--- src/design/nms_pkg.sv ---
// ----------------------------------------------------------------------------
// nms_pkg: shared definitions for the nibble machine
// Opcode and status codes, word widths and the step limit.
// ----------------------------------------------------------------------------
package nms_pkg;

  localparam int NIB_W     = 4;
  localparam int CELLS     = 16;
  localparam int ADDR_W    = 4;
  localparam int STEP_W    = 24;
  localparam int IMAGE_W   = NIB_W * CELLS;

  localparam logic [STEP_W-1:0] STEP_MAX   = 24'hFFFFFF;
  localparam logic [STEP_W-1:0] STEP_LIMIT = 24'd16777215;

  typedef logic [NIB_W-1:0]  nib_t;
  typedef logic [ADDR_W-1:0] addr_t;
  typedef logic [STEP_W-1:0] step_t;

  typedef enum logic [3:0] {
    OP_HALT   = 4'h0,
    OP_INC0   = 4'h1,
    OP_DEC0   = 4'h2,
    OP_INC1   = 4'h3,
    OP_DEC1   = 4'h4,
    OP_ADD    = 4'h5,
    OP_SUB    = 4'h6,
    OP_PRINT  = 4'h7,
    OP_JNZ    = 4'h8,
    OP_JZ     = 4'h9,
    OP_LDI0   = 4'hA,
    OP_LDI1   = 4'hB,
    OP_ST0    = 4'hC,
    OP_ST1    = 4'hD,
    OP_SWP0   = 4'hE,
    OP_SWP1   = 4'hF
  } op_t;

  typedef enum logic [1:0] {
    ST_RUN   = 2'd0,
    ST_HALT  = 2'd1,
    ST_LIMIT = 2'd2
  } status_t;

endpackage

--- src/design/nibble_machine_step.sv ---
// ----------------------------------------------------------------------------
// nibble_machine_step: one-instruction-per-beat 4-bit machine
// Two registers, a program counter and sixteen nibbles of memory in
// flip-flops; restart reloads memory from the program image.
// ----------------------------------------------------------------------------
// On each input beat, fetch, operand fetch, the indirect read for swaps
// and the update all happen in one pass of logic from the machine
// registers back into them. The machine registers double as the result
// register, so a new beat is accepted in the cycle the previous result
// is taken (in_ready = !out_valid || out_ready), giving one beat per
// cycle sustained while out_ready is held high. The program image written
// through cfg_we and cfg_data is copied into memory only on a restart beat.
module nibble_machine_step (
  input  logic                       clk,
  input  logic                       rst,
  input  logic                       cfg_we,
  input  logic [nms_pkg::IMAGE_W-1:0] cfg_data,
  input  logic                       in_valid,
  output logic                       in_ready,
  input  logic                       restart,
  output logic                       out_valid,
  input  logic                       out_ready,
  output logic                       print_valid,
  output logic [nms_pkg::NIB_W-1:0]  print_value,
  output logic [1:0]                 status,
  output logic [nms_pkg::NIB_W-1:0]  acc_zero,
  output logic [nms_pkg::NIB_W-1:0]  acc_one,
  output logic [nms_pkg::ADDR_W-1:0] program_counter,
  output logic [nms_pkg::STEP_W-1:0] steps_taken
);
  import nms_pkg::*;

  logic [IMAGE_W-1:0] program_image;
  nib_t               cells [CELLS];
  nib_t               r0;
  nib_t               r1;
  addr_t              pc;
  step_t              steps;
  status_t            run_status;

  logic    accept;
  op_t     op;
  nib_t    opnd;
  nib_t    mem_rd;
  addr_t   pc_inc;
  addr_t   pc_skip;
  nib_t    r0_next;
  nib_t    r1_next;
  addr_t   pc_next;
  step_t   steps_next;
  status_t status_next;
  logic    printed;
  logic    mem_we;
  nib_t    mem_wdata;

  assign in_ready = !out_valid || out_ready;
  assign accept   = in_valid && in_ready;

  assign pc_inc  = pc + addr_t'(1);
  assign pc_skip = pc + addr_t'(2);
  assign op      = op_t'(cells[pc]);
  assign opnd    = cells[pc_inc];
  assign mem_rd  = cells[opnd];

  always_comb begin
    r0_next     = r0;
    r1_next     = r1;
    pc_next     = pc_skip;
    printed     = 1'b0;
    mem_we      = 1'b0;
    mem_wdata   = r0;
    steps_next  = (steps != STEP_MAX) ? steps + step_t'(1) : steps;
    status_next = run_status;

    unique case (op)
      OP_HALT:  pc_next = pc;
      OP_INC0: begin
        r0_next = r0 + nib_t'(1);
        pc_next = pc_inc;
      end
      OP_DEC0: begin
        r0_next = r0 - nib_t'(1);
        pc_next = pc_inc;
      end
      OP_INC1: begin
        r1_next = r1 + nib_t'(1);
        pc_next = pc_inc;
      end
      OP_DEC1: begin
        r1_next = r1 - nib_t'(1);
        pc_next = pc_inc;
      end
      OP_ADD: begin
        r0_next = r0 + r1;
        pc_next = pc_inc;
      end
      OP_SUB: begin
        r0_next = r0 - r1;
        pc_next = pc_inc;
      end
      OP_PRINT: begin
        printed = 1'b1;
        pc_next = pc_inc;
      end
      OP_JNZ:   pc_next = (r0 != '0) ? opnd : pc_skip;
      OP_JZ:    pc_next = (r0 == '0) ? opnd : pc_skip;
      OP_LDI0:  r0_next = opnd;
      OP_LDI1:  r1_next = opnd;
      OP_ST0:   mem_we  = 1'b1;
      OP_ST1: begin
        mem_we    = 1'b1;
        mem_wdata = r1;
      end
      OP_SWP0: begin
        mem_we  = 1'b1;
        r0_next = mem_rd;
      end
      OP_SWP1: begin
        mem_we    = 1'b1;
        mem_wdata = r1;
        r1_next   = mem_rd;
      end
      default: pc_next = pc;
    endcase

    // halt wins over the step limit on the same step
    if (op == OP_HALT) begin
      status_next = ST_HALT;
    end else if (steps_next >= STEP_LIMIT) begin
      status_next = ST_LIMIT;
    end
  end

  always_ff @(posedge clk) begin
    if (rst) begin
      program_image <= '0;
      out_valid     <= 1'b0;
      print_valid   <= 1'b0;
      print_value   <= '0;
      r0            <= '0;
      r1            <= '0;
      pc            <= '0;
      steps         <= '0;
      run_status    <= ST_RUN;
      for (int i = 0; i < CELLS; i++) begin
        cells[i] <= '0;
      end
    end else begin
      if (cfg_we) begin
        program_image <= cfg_data;
      end

      if (accept) begin
        out_valid <= 1'b1;
      end else if (out_ready) begin
        out_valid <= 1'b0;
      end

      if (accept) begin
        print_valid <= 1'b0;
        print_value <= '0;
        if (restart) begin
          r0         <= '0;
          r1         <= '0;
          pc         <= '0;
          steps      <= '0;
          run_status <= ST_RUN;
          for (int i = 0; i < CELLS; i++) begin
            cells[i] <= program_image[NIB_W*i +: NIB_W];
          end
        end else if (run_status == ST_RUN) begin
          r0          <= r0_next;
          r1          <= r1_next;
          pc          <= pc_next;
          steps       <= steps_next;
          run_status  <= status_next;
          print_valid <= printed;
          print_value <= printed ? r0 : '0;
          if (mem_we) begin
            cells[opnd] <= mem_wdata;
          end
        end
      end
    end
  end

  assign status          = run_status;
  assign acc_zero        = r0;
  assign acc_one         = r1;
  assign program_counter = pc;
  assign steps_taken     = steps;

  // a restart beat leaves the cleared machine behind
  a_restart_clears: assert property (@(posedge clk) disable iff (rst)
    accept && restart |=> steps == '0 && pc == '0 && run_status == ST_RUN)
    else $error("restart did not clear the machine");

  // a frozen machine ignores execute beats
  a_frozen_holds: assert property (@(posedge clk) disable iff (rst)
    accept && !restart && run_status != ST_RUN |=>
      $stable(pc) && $stable(steps) && $stable(r0) && $stable(r1) && !print_valid)
    else $error("frozen machine changed state");

  // halted machine sits on a halt opcode
  a_halt_on_op: assert property (@(posedge clk) disable iff (rst)
    run_status == ST_HALT |-> op == OP_HALT)
    else $error("halted with the counter off a halt cell");

  // step limit status only with the count at the limit
  a_limit_count: assert property (@(posedge clk) disable iff (rst)
    run_status == ST_LIMIT |-> steps == STEP_LIMIT)
    else $error("step limit status with count off the limit");

endmodule

--- config.mk ---
export PLATFORM = sky130hd
export DESIGN_NAME = nibble_machine_step
export DESIGN_NICKNAME = d
export VERILOG_FILES = /design/src/design/nms_pkg.sv /design/src/design/nibble_machine_step.sv
export SDC_FILE = /design/constraint.sdc
export NUM_CORES = 1
export LEC_CHECK = 0
export ABC_AREA = 1
export BUFFER_PORTS_ARGS = -buffer_cell sky130_fd_sc_hd__buf_4
export CORE_UTILIZATION = 55
export CTS_CLUSTER_DIAMETER = 40
export DETAILED_ROUTE_END_ITERATION = 6
export HOLD_SLACK_MARGIN = 0.1
export PLACE_DENSITY = 0.76
export SLEW_MARGIN = 40
export SYNTH_ARGS = -nofsm -noshare
export SYNTH_HDL_FRONTEND = slang
export SYNTH_SLANG_ARGS = --single-unit
export TNS_END_PERCENT = 100
--- constraint.sdc ---
create_clock -name clk -period 5.5 [get_ports clk]
set_input_delay 0.275 -clock clk [delete_from_list [all_inputs] [get_ports clk]]
set_output_delay 0.275 -clock clk [all_outputs]
set_load 0.01 [all_outputs]
; ---- Word-level counts from Yosys, hierarchy flattened
; Memories as Yosys holds them, arrays and structs flattened. A register that Yosys moved wholly into a read port is not among the register bits.
; Cells that the tools add are included.
[word_totals]
reg_bits = 108
out_inout_bits = 45
wordCells = 135
n_memories = 1
ram_bits = 64
[classes]
n_reduce_logical = 21
bitwise_logic = 16
mux = 61
order_cmp = 1
n_addsub = 9
n_eq_ne = 17
[memory_table]
columns = memory, depth, width, rd, rd_clocked_by_memory_dff, wr, line
row1 = cells, 16, 4, 3, 1, 16, nibble_machine_step.sv:34  ; nib_t cells [CELLS];
[ops]
columns = op, n
row1 = $mux 4, 32
row2 = $mux 24, 3
row3 = $eq 4x4->1 const B, 8
row4 = $pmux 4 s4, 2
row5 = $add 24x1->24 const B, 1
row6 = $ge 24x24->1 const B, 1
row7 = $ne 24x24->1 const B, 1
row8 = $pmux 4 s6, 1
row9 = $mux 1, 19
row10 = $eq 4x3->1 const B, 4
row11 = $or 1x1->1, 16
row12 = $add 4x1->4 const B, 3
row13 = $reduce_and 3->1, 4
row14 = $eq 4x2->1 const B, 2
row15 = $logic_not 4->1, 2
row16 = $mux 2, 4
row17 = $reduce_or 4->1, 2
row18 = $sub 4x1->4 const B, 2
row19 = $reduce_bool 7->1, 1
row20 = $reduce_or 7->1, 1
row21 = $reduce_bool 5->1, 1
row22 = $add 4x2->4 const B, 1
row23 = $add 4x4->4, 1
row24 = $eq 4x1->1 const B, 1
row25 = 11 further kinds, 12

; ---- Depth between registers and ports, before layout
; Gate-level depths: netlist of the first run.
[depth]
word_depth = 11
mapped_depth = 24

; ---- Worst setup path before layout of the first run
; Ideal clock, no wire load.
[synth_path]
kind = register to register
from = register (tool-made name)
to = register r0[3], in the netlist acc_zero[3]
stages_incl_launch_ff = 23
path_buffers = 2
setup_time_ns = 0.132
path_slack_ns = 2.605
arrival_time_ns = 2.763
synth_period_minus_slack_ns = 2.895
path_cell_list = dfxtp_1 > buf_2 > inv_2 > buf_4 > nand3_1 > nand3_1 > nand3_1 > nand2_2 > inv_2 > nor2_1 > nand2_1 > nand3_1 > o21ai_0 > a21oi_1 > ha_1 > a21oi_1 > o21ai_0 > xor2_1 > inv_1 > nand3_1 > nand3_1 > nand3_1 > a21oi_1
[synth_lines]
columns = element, line
row1 = "end signal, assigned", nibble_machine_step.sv:172  ; r0 <= r0_next;
row2 = "end, declared", nibble_machine_step.sv:35  ; nib_t r0;

==> results of run 1 <==
==> kinds of logic after synthesis <==
logic type	synth area share, %
compound gates	16.5
simple gates	31.6
xor+xnor	2.67
flops	40.2
fa+ha+maj	1.47
buf+inv	7.68
==> layout by cell type (no fill, tap or decap), drive strengths merged, types with 2 or more instances in the layout <==
| cell | n |
|---|---|
| dfxtp | 112 |
| nor4 | 2 |
| nand3 | 150 |
| clkinvlp | 2 |
| clkinv | 5 |
| fa | 2 |
| clkbuf | 18 |
| or2 | 5 |
| nand3b | 5 |
| a21oi | 80 |
| xnor2 | 9 |
| buf | 121 |
| nand4 | 19 |
| xor2 | 20 |
| o21ai | 199 |
| nor3 | 12 |
| ha | 9 |
| o211ai | 32 |
| nand2 | 380 |
| inv | 118 |
| edfxtp | 64 |
| nor2 | 195 |
| dlygate4sd3 | 62 |
==> metal layers <==
metal,vias up,track usage [%],share of wire (%)
met5,-,0,0
met4,0,9.18,1.7
met3,44,8.16,8.9
met2,475,52.0,44
met1,4908,48.2,45
li1,5227,-,-
==> state kept, by name, summed over array words and instances, names as in the netlist, named ones only <==
signal and count:
status 2, acc_zero 4, out_valid 1, program_counter 4, acc_one 4, steps_taken 24, print_valid 1, program_image 64
print_value 4, cells 64
==> worst paths after layout <==
path / from / endpoint / slack [ps] / depth (start not counted)
max: program_counter[1] / cells[9][3] / 1500 / 12
min: cfg_data[21] / program_image[21] / 120 / 3
max reg2reg: program_counter[1] / cells[9][3] / 1500 / 12
min reg2reg: print_valid / print_valid / 470 / 2
==> through the flow <==
stage	hold slack, ps	setup WS (ps)
2_1_floorplan	410	2600
3_3_place_gp	455	1710
3_5_place_dp	461	1670
4_1_cts	114	1630
5_1_grt	107	1170
6_report	119	1500
==> critical path, delay by kind of cell (launching register included) <==
family	cells	cell delay, ps
AND/OR/NAND/NOR	6	1520
buffers and inverters	3	1090
flip-flops	1	380
AO/OA/AOI/OAI	2	350
adder cells (fa/ha/maj)	1	310
==> cell type report <==
type	count	share of cell area [%]
tap	229	2.31
clock inverter	14	1.23
sequential	176	33.5
clock buffer	18	3.45
multi-input combinational	1125	43.8
timing repair buffer	183	12.3
inverter	112	3.40
==> power by group <==
| group | switching (W) | total [W] | internal, W |
|---|---|---|---|
| combinational | 0.00128 | 0.00182 | 0.000542 |
| sequential | 0.0000832 | 0.00152 | 0.00144 |
| clock | 0.000566 | 0.00121 | 0.000641 |
==> out/metrics.csv, run 1 <==
metric;value;unit
area_growth;19.9;%
die_y;139;um
cts_tree;built;
status;finished, final reports clean;
dieArea;0.0194;mm^2
ys_seq_elements;176;
place.gp.congestion;0.980;
drive_above_1_share;11.9;%
grt_max_degree;129;
avgSynthCellArea;6.95;um^2
clk_pin_slew;80;ps
synth_edf_count;64;
crit_chain;ha_1, buf_4, inv_1, a21oi_1, o21ai_0, nand3_1, nand3_1, nand2_2, inv_1, nor3_2, nand2_1, nand2_1;
drt_pre_antenna_iters;6;
seq_area;0.00416;mm^2
num-fill-cells;1576;
crit_path_start_kind;flop;
worstSetupEndpointType;flop;
min_period;4000;ps
synth-main-ff-cell;dfxtp_1;
port_buffers;114;
clock-skew-final;11.2;ps
syn_inst;1491;
cts_resized;0;
final_core_util;68.2;%
antenna_found_initial;0;
core_area;0.0182;mm^2
wl_per_cell;17.4;um
synth.top_cell.area_share;21.6;%
worst_pin_slew;765;ps
yosysWarnings;0;
cp_max_fo;25;
cts-root-buf;clkbuf_16;
finalSetupTns;0;ps
synth.distinct_cells;44;
htreeDepth;4;
clock_path_buffers;2;
ir_drop;277;uV
crit_required;5620;ps
p_total;0.00455;W
postRouteAntennaNets;0;
final_max_slew_viol_count;0;
cts_sinks;176;
rows;49;
vias_per_cell;5.74;
worst-setup-path-type;reg2reg;
dp_cells;1763;
synth_commonest_cells;374 x nand2_1, 187 x nor2_1, 175 x o21ai_0;
hold_viol;0;
stdcell_count;1857;
multiInputGateArea;0.00544;mm^2
yosysSeqAreaShare;40.2;%
timing.slew.headroom;49.0;%
die_w;139;um
clk_latency;430;ps
start_util;56.9;%
fin_crit_sh;72.7;%
slowest_stage;inv_1;
power_density;366;mW/mm^2
grt_usage;34.1;%
arrival;4120;ps
final_area;0.0124;mm^2
synth_nets;1572;
rsz0062_at_grt;no;
post-synth-top-count-cell;nand2_1;
grt_pass1_vias;9960;
finalSetupViolCount;0;
drt_iter0_drc;1146;
leakage;5.19;nW
synthTopCellsByArea;dfxtp_1 22%, edfxtp_1 19%, nand2_1 14%;
cts_hold_buf;62;
dp_hpwl;21900;um
finalWirelength;32300;um
grt_overflow;0;
async_flop_share;0;%
num_io_pins;115;
yosysTopAreaCell;dfxtp_1;
max-cap-violations;0;
cts_made_buffers;17;
grt_pass1_wl;52200;um
synth_area;0.0104;mm^2
antenna_cells;0;
place_area;0.0112;mm^2
nets;1696;
slowest_delay;490;ps
drc;0;
hold_path_class;in2reg;
max_freq;250;MHz
route.vias.total;10654;
post_cts_buffers;0;
No activity file was read; power rests on OpenSTA's default activity.
==> inputs of run 2 (changes only) <==
==> constraint.sdc (replaced) <==
create_clock -name clk -period 3.7 [get_ports clk]
set_input_delay 0.185 -clock clk [delete_from_list [all_inputs] [get_ports clk]]
set_output_delay 0.185 -clock clk [all_outputs]
set_load 0.01 [all_outputs]
==> run 2 against run 1 <==
  * Global-route usage barely moved
  * Die area stayed put
  * Sequential power up 47%
  * Critical path depth grew 8
  * Non-clock buffer count grew 20
  * Combinational power increased by 53%
  * Clock skew rose by 6.1 ps
  * Final area grew 1.7%
  * Register-to-register slack got worse by 1100 ps
  * Routed wire length decreased by 0.80%
  * Largest power group unchanged
==> out/metrics.csv, run 2 (same netlist as run 1, synthesis figures left out) <==
metric;value;unit;change
cts_made_buffers;17;;unchanged
fin_crit_sh;88.8;%;+16 points
num-fill-cells;1506;;-4.4%
port_buffers;114;;unchanged
power_density;551;mW/mm^2;+51%
post_cts_buffers;0;;unchanged
final_core_util;69.4;%;+1.2 points
arrival;3600;ps;-520 ps
cp_max_fo;61;;+140%
timing.slew.headroom;53.4;%;+4.4 points
finalSetupTns;0;ps;unchanged
crit_path_start_kind;flop;;
grt_max_degree;71;;-45%
cts_tree;built;;
postRouteAntennaNets;0;;unchanged
grt_pass1_vias;9903;;-0.57%
final_max_slew_viol_count;0;;unchanged
cts-root-buf;clkbuf_16;;
crit_required;4010;ps;-1610 ps
htreeDepth;4;;unchanged
clock-skew-final;17.3;ps;+6.07 ps
max_freq;304;MHz;+22%
die_y;139;um;unchanged
drive_above_1_share;12.9;%;+1.0 points
die_w;139;um;unchanged
stdcell_count;1877;;+1.1%
dieArea;0.0194;mm^2;unchanged
antenna_found_initial;0;;unchanged
nets;1716;;+1.2%
worstSetupEndpointType;flop;;
drt_pre_antenna_iters;6;;unchanged
timing.final.ws_setup;414;ps;-1090 ps
final_common_cell;nand2_1;;
min_period;3290;ps;-710 ps
dp_slack;383;ps;-1290 ps
finalWirelength;32000;um;-0.80%
drc;0;;unchanged
drt_iter0_drc;1306;;+14%
hold_viol;0;;unchanged
status;finished, final reports clean;;
grt_overflow;0;;unchanged
antenna_cells;0;;unchanged
place.gp.congestion;0.966;;-1.4%
grt_usage;34.1;%;-0.037 points
start_util;56.9;%;unchanged
area_growth;22.0;%;
clk_pin_slew;80;ps;about the same
ir_drop;359;uV;+29%
rows;49;;unchanged
rsz0062_at_grt;no;;
vias_per_cell;5.68;;-1.0%
cts_sinks;176;;unchanged
hold_path_class;in2reg;;
worst-setup-path-type;reg2reg;;
clk_latency;440;ps;about the same
dp_hpwl;22300;um;+1.9%
wl_per_cell;17.1;um;-1.9%
num_io_pins;115;;unchanged
clock_path_buffers;2;;unchanged
layout.cells.most_common_list;374 x nand2_1, 185 x nor2_1, 175 x o21ai_0;;
worst_pin_slew;698;ps;-67.0 ps
route.vias.total;10658;;+0.038%
finalSetupViolCount;0;;unchanged
leakage;5.31;nW;+2.5%
grt_pass1_wl;52300;um;+0.34%
dp_cells;1780;;+0.96%
core_area;0.0182;mm^2;unchanged
max-cap-violations;0;;unchanged
[run 2: metrics by stage]
stage | total power [W] | hold slack, ps | area [um^2]
finish | 0.00697 | 183 | 12600
detailed placement | 0.00495 | 412 | 11300
global route | 0.00737 | 199 | 12600
floorplan | 0.00418 | 320 | 10400
global placement | 0.00492 | 405 | 11300
CTS | 0.00692 | 185 | 12600
[run 2: final timing paths]
check / from / end / slack [ps] / cells after the start
hold reg to reg: print_valid / print_valid / 470 / 2
setup / recovery: flop / acc_zero[3] / 410 / 20
hold / removal: rst / steps_taken[16] / 180 / 2
setup reg to reg: flop / acc_zero[3] / 410 / 20
[run 2: layer usage]
| layer | GRT usage, % | wire, um | vias up |
|---|---|---|---|
| li1 | - | - | 5261 |
| met4 | 10.5 | 654 | 0 |
| met2 | 50.9 | 14100 | 532 |
| met1 | 50.2 | 14600 | 4829 |
| met5 | 0 | 0 | - |
| met3 | 5.51 | 2700 | 36 |
[run 2: timing repair]
action / in CTS / in global routing
hold endpoints to repair: 65 / 0
endpoints found under the setup margin: 0 / 1
hold buffers: 65 / 0
resized for setup: 0 / 1
[run 2: critical path: stages (launching register included)]
cell      delay (ps)
dfxtp_1          360
buf_12           240
nand2_1          100
o211ai_1          90
nand3_1          100
nand3_1          120
nand2_1          220
nor2_2           280
nand2_1          130
nand3_1          160
o21ai_0          100
a21oi_1          140
ha_1             280
a21oi_1          140
o21ai_0          110
xor2_1           200
inv_1             60
nand3_1           80
nand3_1           80
nand3_1           90
a21oi_1           60
[run 2: where the power goes]
group	switching, W	leakage (nW)	total [W]	internal (W)
clock	0.000864	0.316	0.00193	0.00107
sequential	0.000107	1.60	0.00224	0.00213
combinational	0.00189	3.40	0.00279	0.000901
total	0.00286	5.31	0.00697	0.00410
[run 2: layout make-up]
class	instances	area (um^2)	share of cell area, %
multi-input combinational	1125	5410	42.8
sequential	176	4160	32.9
timing repair buffer	203	1710	13.5
clock buffer	20	489	3.87
inverter	112	423	3.35
tap	229	287	2.27
clock inverter	12	156	1.24
==> inputs of run 3 (changes only) <==
==> constraint.sdc (replaced) <==
create_clock -name clk -period 3.7 [get_ports clk]
set_input_delay 0 -clock clk [delete_from_list [all_inputs] [get_ports clk]]
set_output_delay 0 -clock clk [all_outputs]
set_load 0.01 [all_outputs]
==> run 3 against run 2 <==
  * Clock skew shrank 2.8 ps
  * Die area is the same
  * Utilization grew 0.26 points
  * Worst setup slack lost 50 ps
  * Final area grew 0.38%
  * Register-to-register slack lost 50 ps
  * Fmax shrank 1.5%
==> out/metrics.csv, run 3 (same netlist as run 1, synthesis figures left out) <==
metric;value;unit;change
status;finished, final reports clean;;
wl_per_cell;17.5;um;+2.8%
start_util;56.9;%;unchanged
grt_max_degree;90;;+27%
final_common_cell;nand2_1;;
reg2reg_slack;360;ps;-50 ps
num_io_pins;115;;unchanged
arrival;3480;ps;-120 ps
rsz0062_at_grt;no;;
route.vias.total;10865;;+1.9%
worst_pin_slew;735;ps;+37.4 ps
clock_path_buffers;2;;unchanged
max-cap-violations;0;;unchanged
worstSetupEndpointType;flop;;
drive_above_1_share;12.9;%;+0.082 points
drt_pre_antenna_iters;6;;unchanged
stdcell_count;1882;;+0.27%
crit_required;3840;ps;-170 ps
cp_max_fo;9;;-85%
final_core_util;69.7;%;+0.26 points
rr_worst_depth;11;;-45%
hold_path_class;in2reg;;
cts_made_buffers;17;;unchanged
postRouteAntennaNets;0;;unchanged
layout.cells.most_common_list;374 x nand2_1, 185 x nor2_1, 175 x o21ai_0;;
die_y;139;um;unchanged
grt_usage;34.8;%;+0.77 points
cts-root-buf;clkbuf_16;;
clock-skew-final;14.5;ps;-2.75 ps
grt_pass1_vias;10161;;+2.6%
clk_latency;450;ps;about the same
finalWirelength;33000;um;+3.1%
crit_path_start_kind;flop;;
cts_tree;built;;
grt_overflow;0;;unchanged
finalSetupTns;0;ps;unchanged
finalSetupViolCount;0;;unchanged
clk_pin_slew;80;ps;about the same
die_w;139;um;unchanged
dp_cells;1780;;unchanged
core_area;0.0182;mm^2;unchanged
drc;0;;unchanged
post_cts_buffers;0;;unchanged
place.gp.congestion;0.966;;about the same
final_max_slew_viol_count;0;;unchanged
dieArea;0.0194;mm^2;unchanged
antenna_cells;0;;unchanged
cp-endpoint;cells[10][2];;
cts_sinks;176;;unchanged
min_period;3340;ps;+50.2 ps
nets;1721;;+0.29%
num-fill-cells;1573;;+4.4%
rows;49;;unchanged
fin_crit_sh;90.2;%;+1.4 points
ir_drop;399;uV;+11%
area_growth;22.4;%;
power_density;550;mW/mm^2;-0.11%
leakage;5.33;nW;+0.37%
rr_endpoint;cells[10][2];;
timing.slew.headroom;51.0;%;-2.4 points
worst-setup-path-type;reg2reg;;
htreeDepth;4;;unchanged
antenna_found_initial;0;;unchanged
port_buffers;114;;unchanged
grt_pass1_wl;53400;um;+2.1%
critPathLaunch;program_counter[1];;
r2r-start;program_counter[1];;
hold_viol;0;;unchanged
dp_hpwl;22400;um;+0.39%
drt_iter0_drc;1214;;-7.0%
vias_per_cell;5.77;;+1.7%
max_freq;300;MHz;-1.5%
[run 3: through the flow]
stage / worst slack (ps) / hold slack (ps) / power, W / cell area, um^2
after global placement: 494 / 221 / 0.00492 / 11300
after global routing: 65.6 / 211 / 0.00738 / 12700
after floorplan: 805 / 127 / 0.00418 / 10400
final: 364 / 155 / 0.00698 / 12700
after detailed placement: 411 / 227 / 0.00495 / 11300
after CTS: 407 / 150 / 0.00689 / 12700
[run 3: worst min-delay path by stage]
stage	end	cells past startpoint	startpoint
3_5_place_dp	program_image[7]	3	cfg_data[7]
6_report	program_image[62]	3	cfg_we
2_1_floorplan	in_ready	2	out_ready
4_1_cts	program_image[19]	3	cfg_we
5_1_grt	program_image[2]	3	cfg_we
3_3_place_gp	program_image[37]	3	cfg_data[37]
[run 3: layout make-up]
class | instances | area [um^2] | share of cell area [%]
Multi-Input combinational cell | 1125 | 5410 | 42.6
Sequential cell | 176 | 4170 | 32.8
Timing Repair Buffer | 208 | 1780 | 14.0
Clock buffer | 18 | 450 | 3.55
Inverter | 112 | 423 | 3.33
Tap cell | 229 | 287 | 2.26
Clock inverter | 14 | 176 | 1.39
[run 3: power by group]
group / switching, W / internal, W
registers: 0.000111 / 0.00213
clock network: 0.000940 / 0.000964
logic: 0.00192 / 0.000913
[run 3: metal layers]
| metal | wire length, um | vias up | global-route usage (%) |
|---|---|---|---|
| li1 | - | 5265 | - |
| met1 | 14800 | 5017 | 50.4 |
| met2 | 14500 | 522 | 52.0 |
| met3 | 3000 | 61 | 6.68 |
| met4 | 747 | 0 | 11.8 |
| met5 | 0 | - | 0 |
[run 3: critical path: stages, from the launching register on]
cell	delay, ps
dfxtp_1	460
ha_1	290
inv_1	300
buf_4	260
a21oi_1	50
o21ai_0	100
nand3_1	110
nand3_1	90
nand2_1	200
a21oi_2	440
nand4_1	420
nand2_1	300
[run 3: repair_timing]
| action | CTS | global route |
|---|---|---|
| endpoints found under the setup margin | 0 | 1 |
| endpoints found under the hold margin | 106 | 0 |
| hold buffers | 69 | 0 |
| gates resized for setup | 0 | 2 |
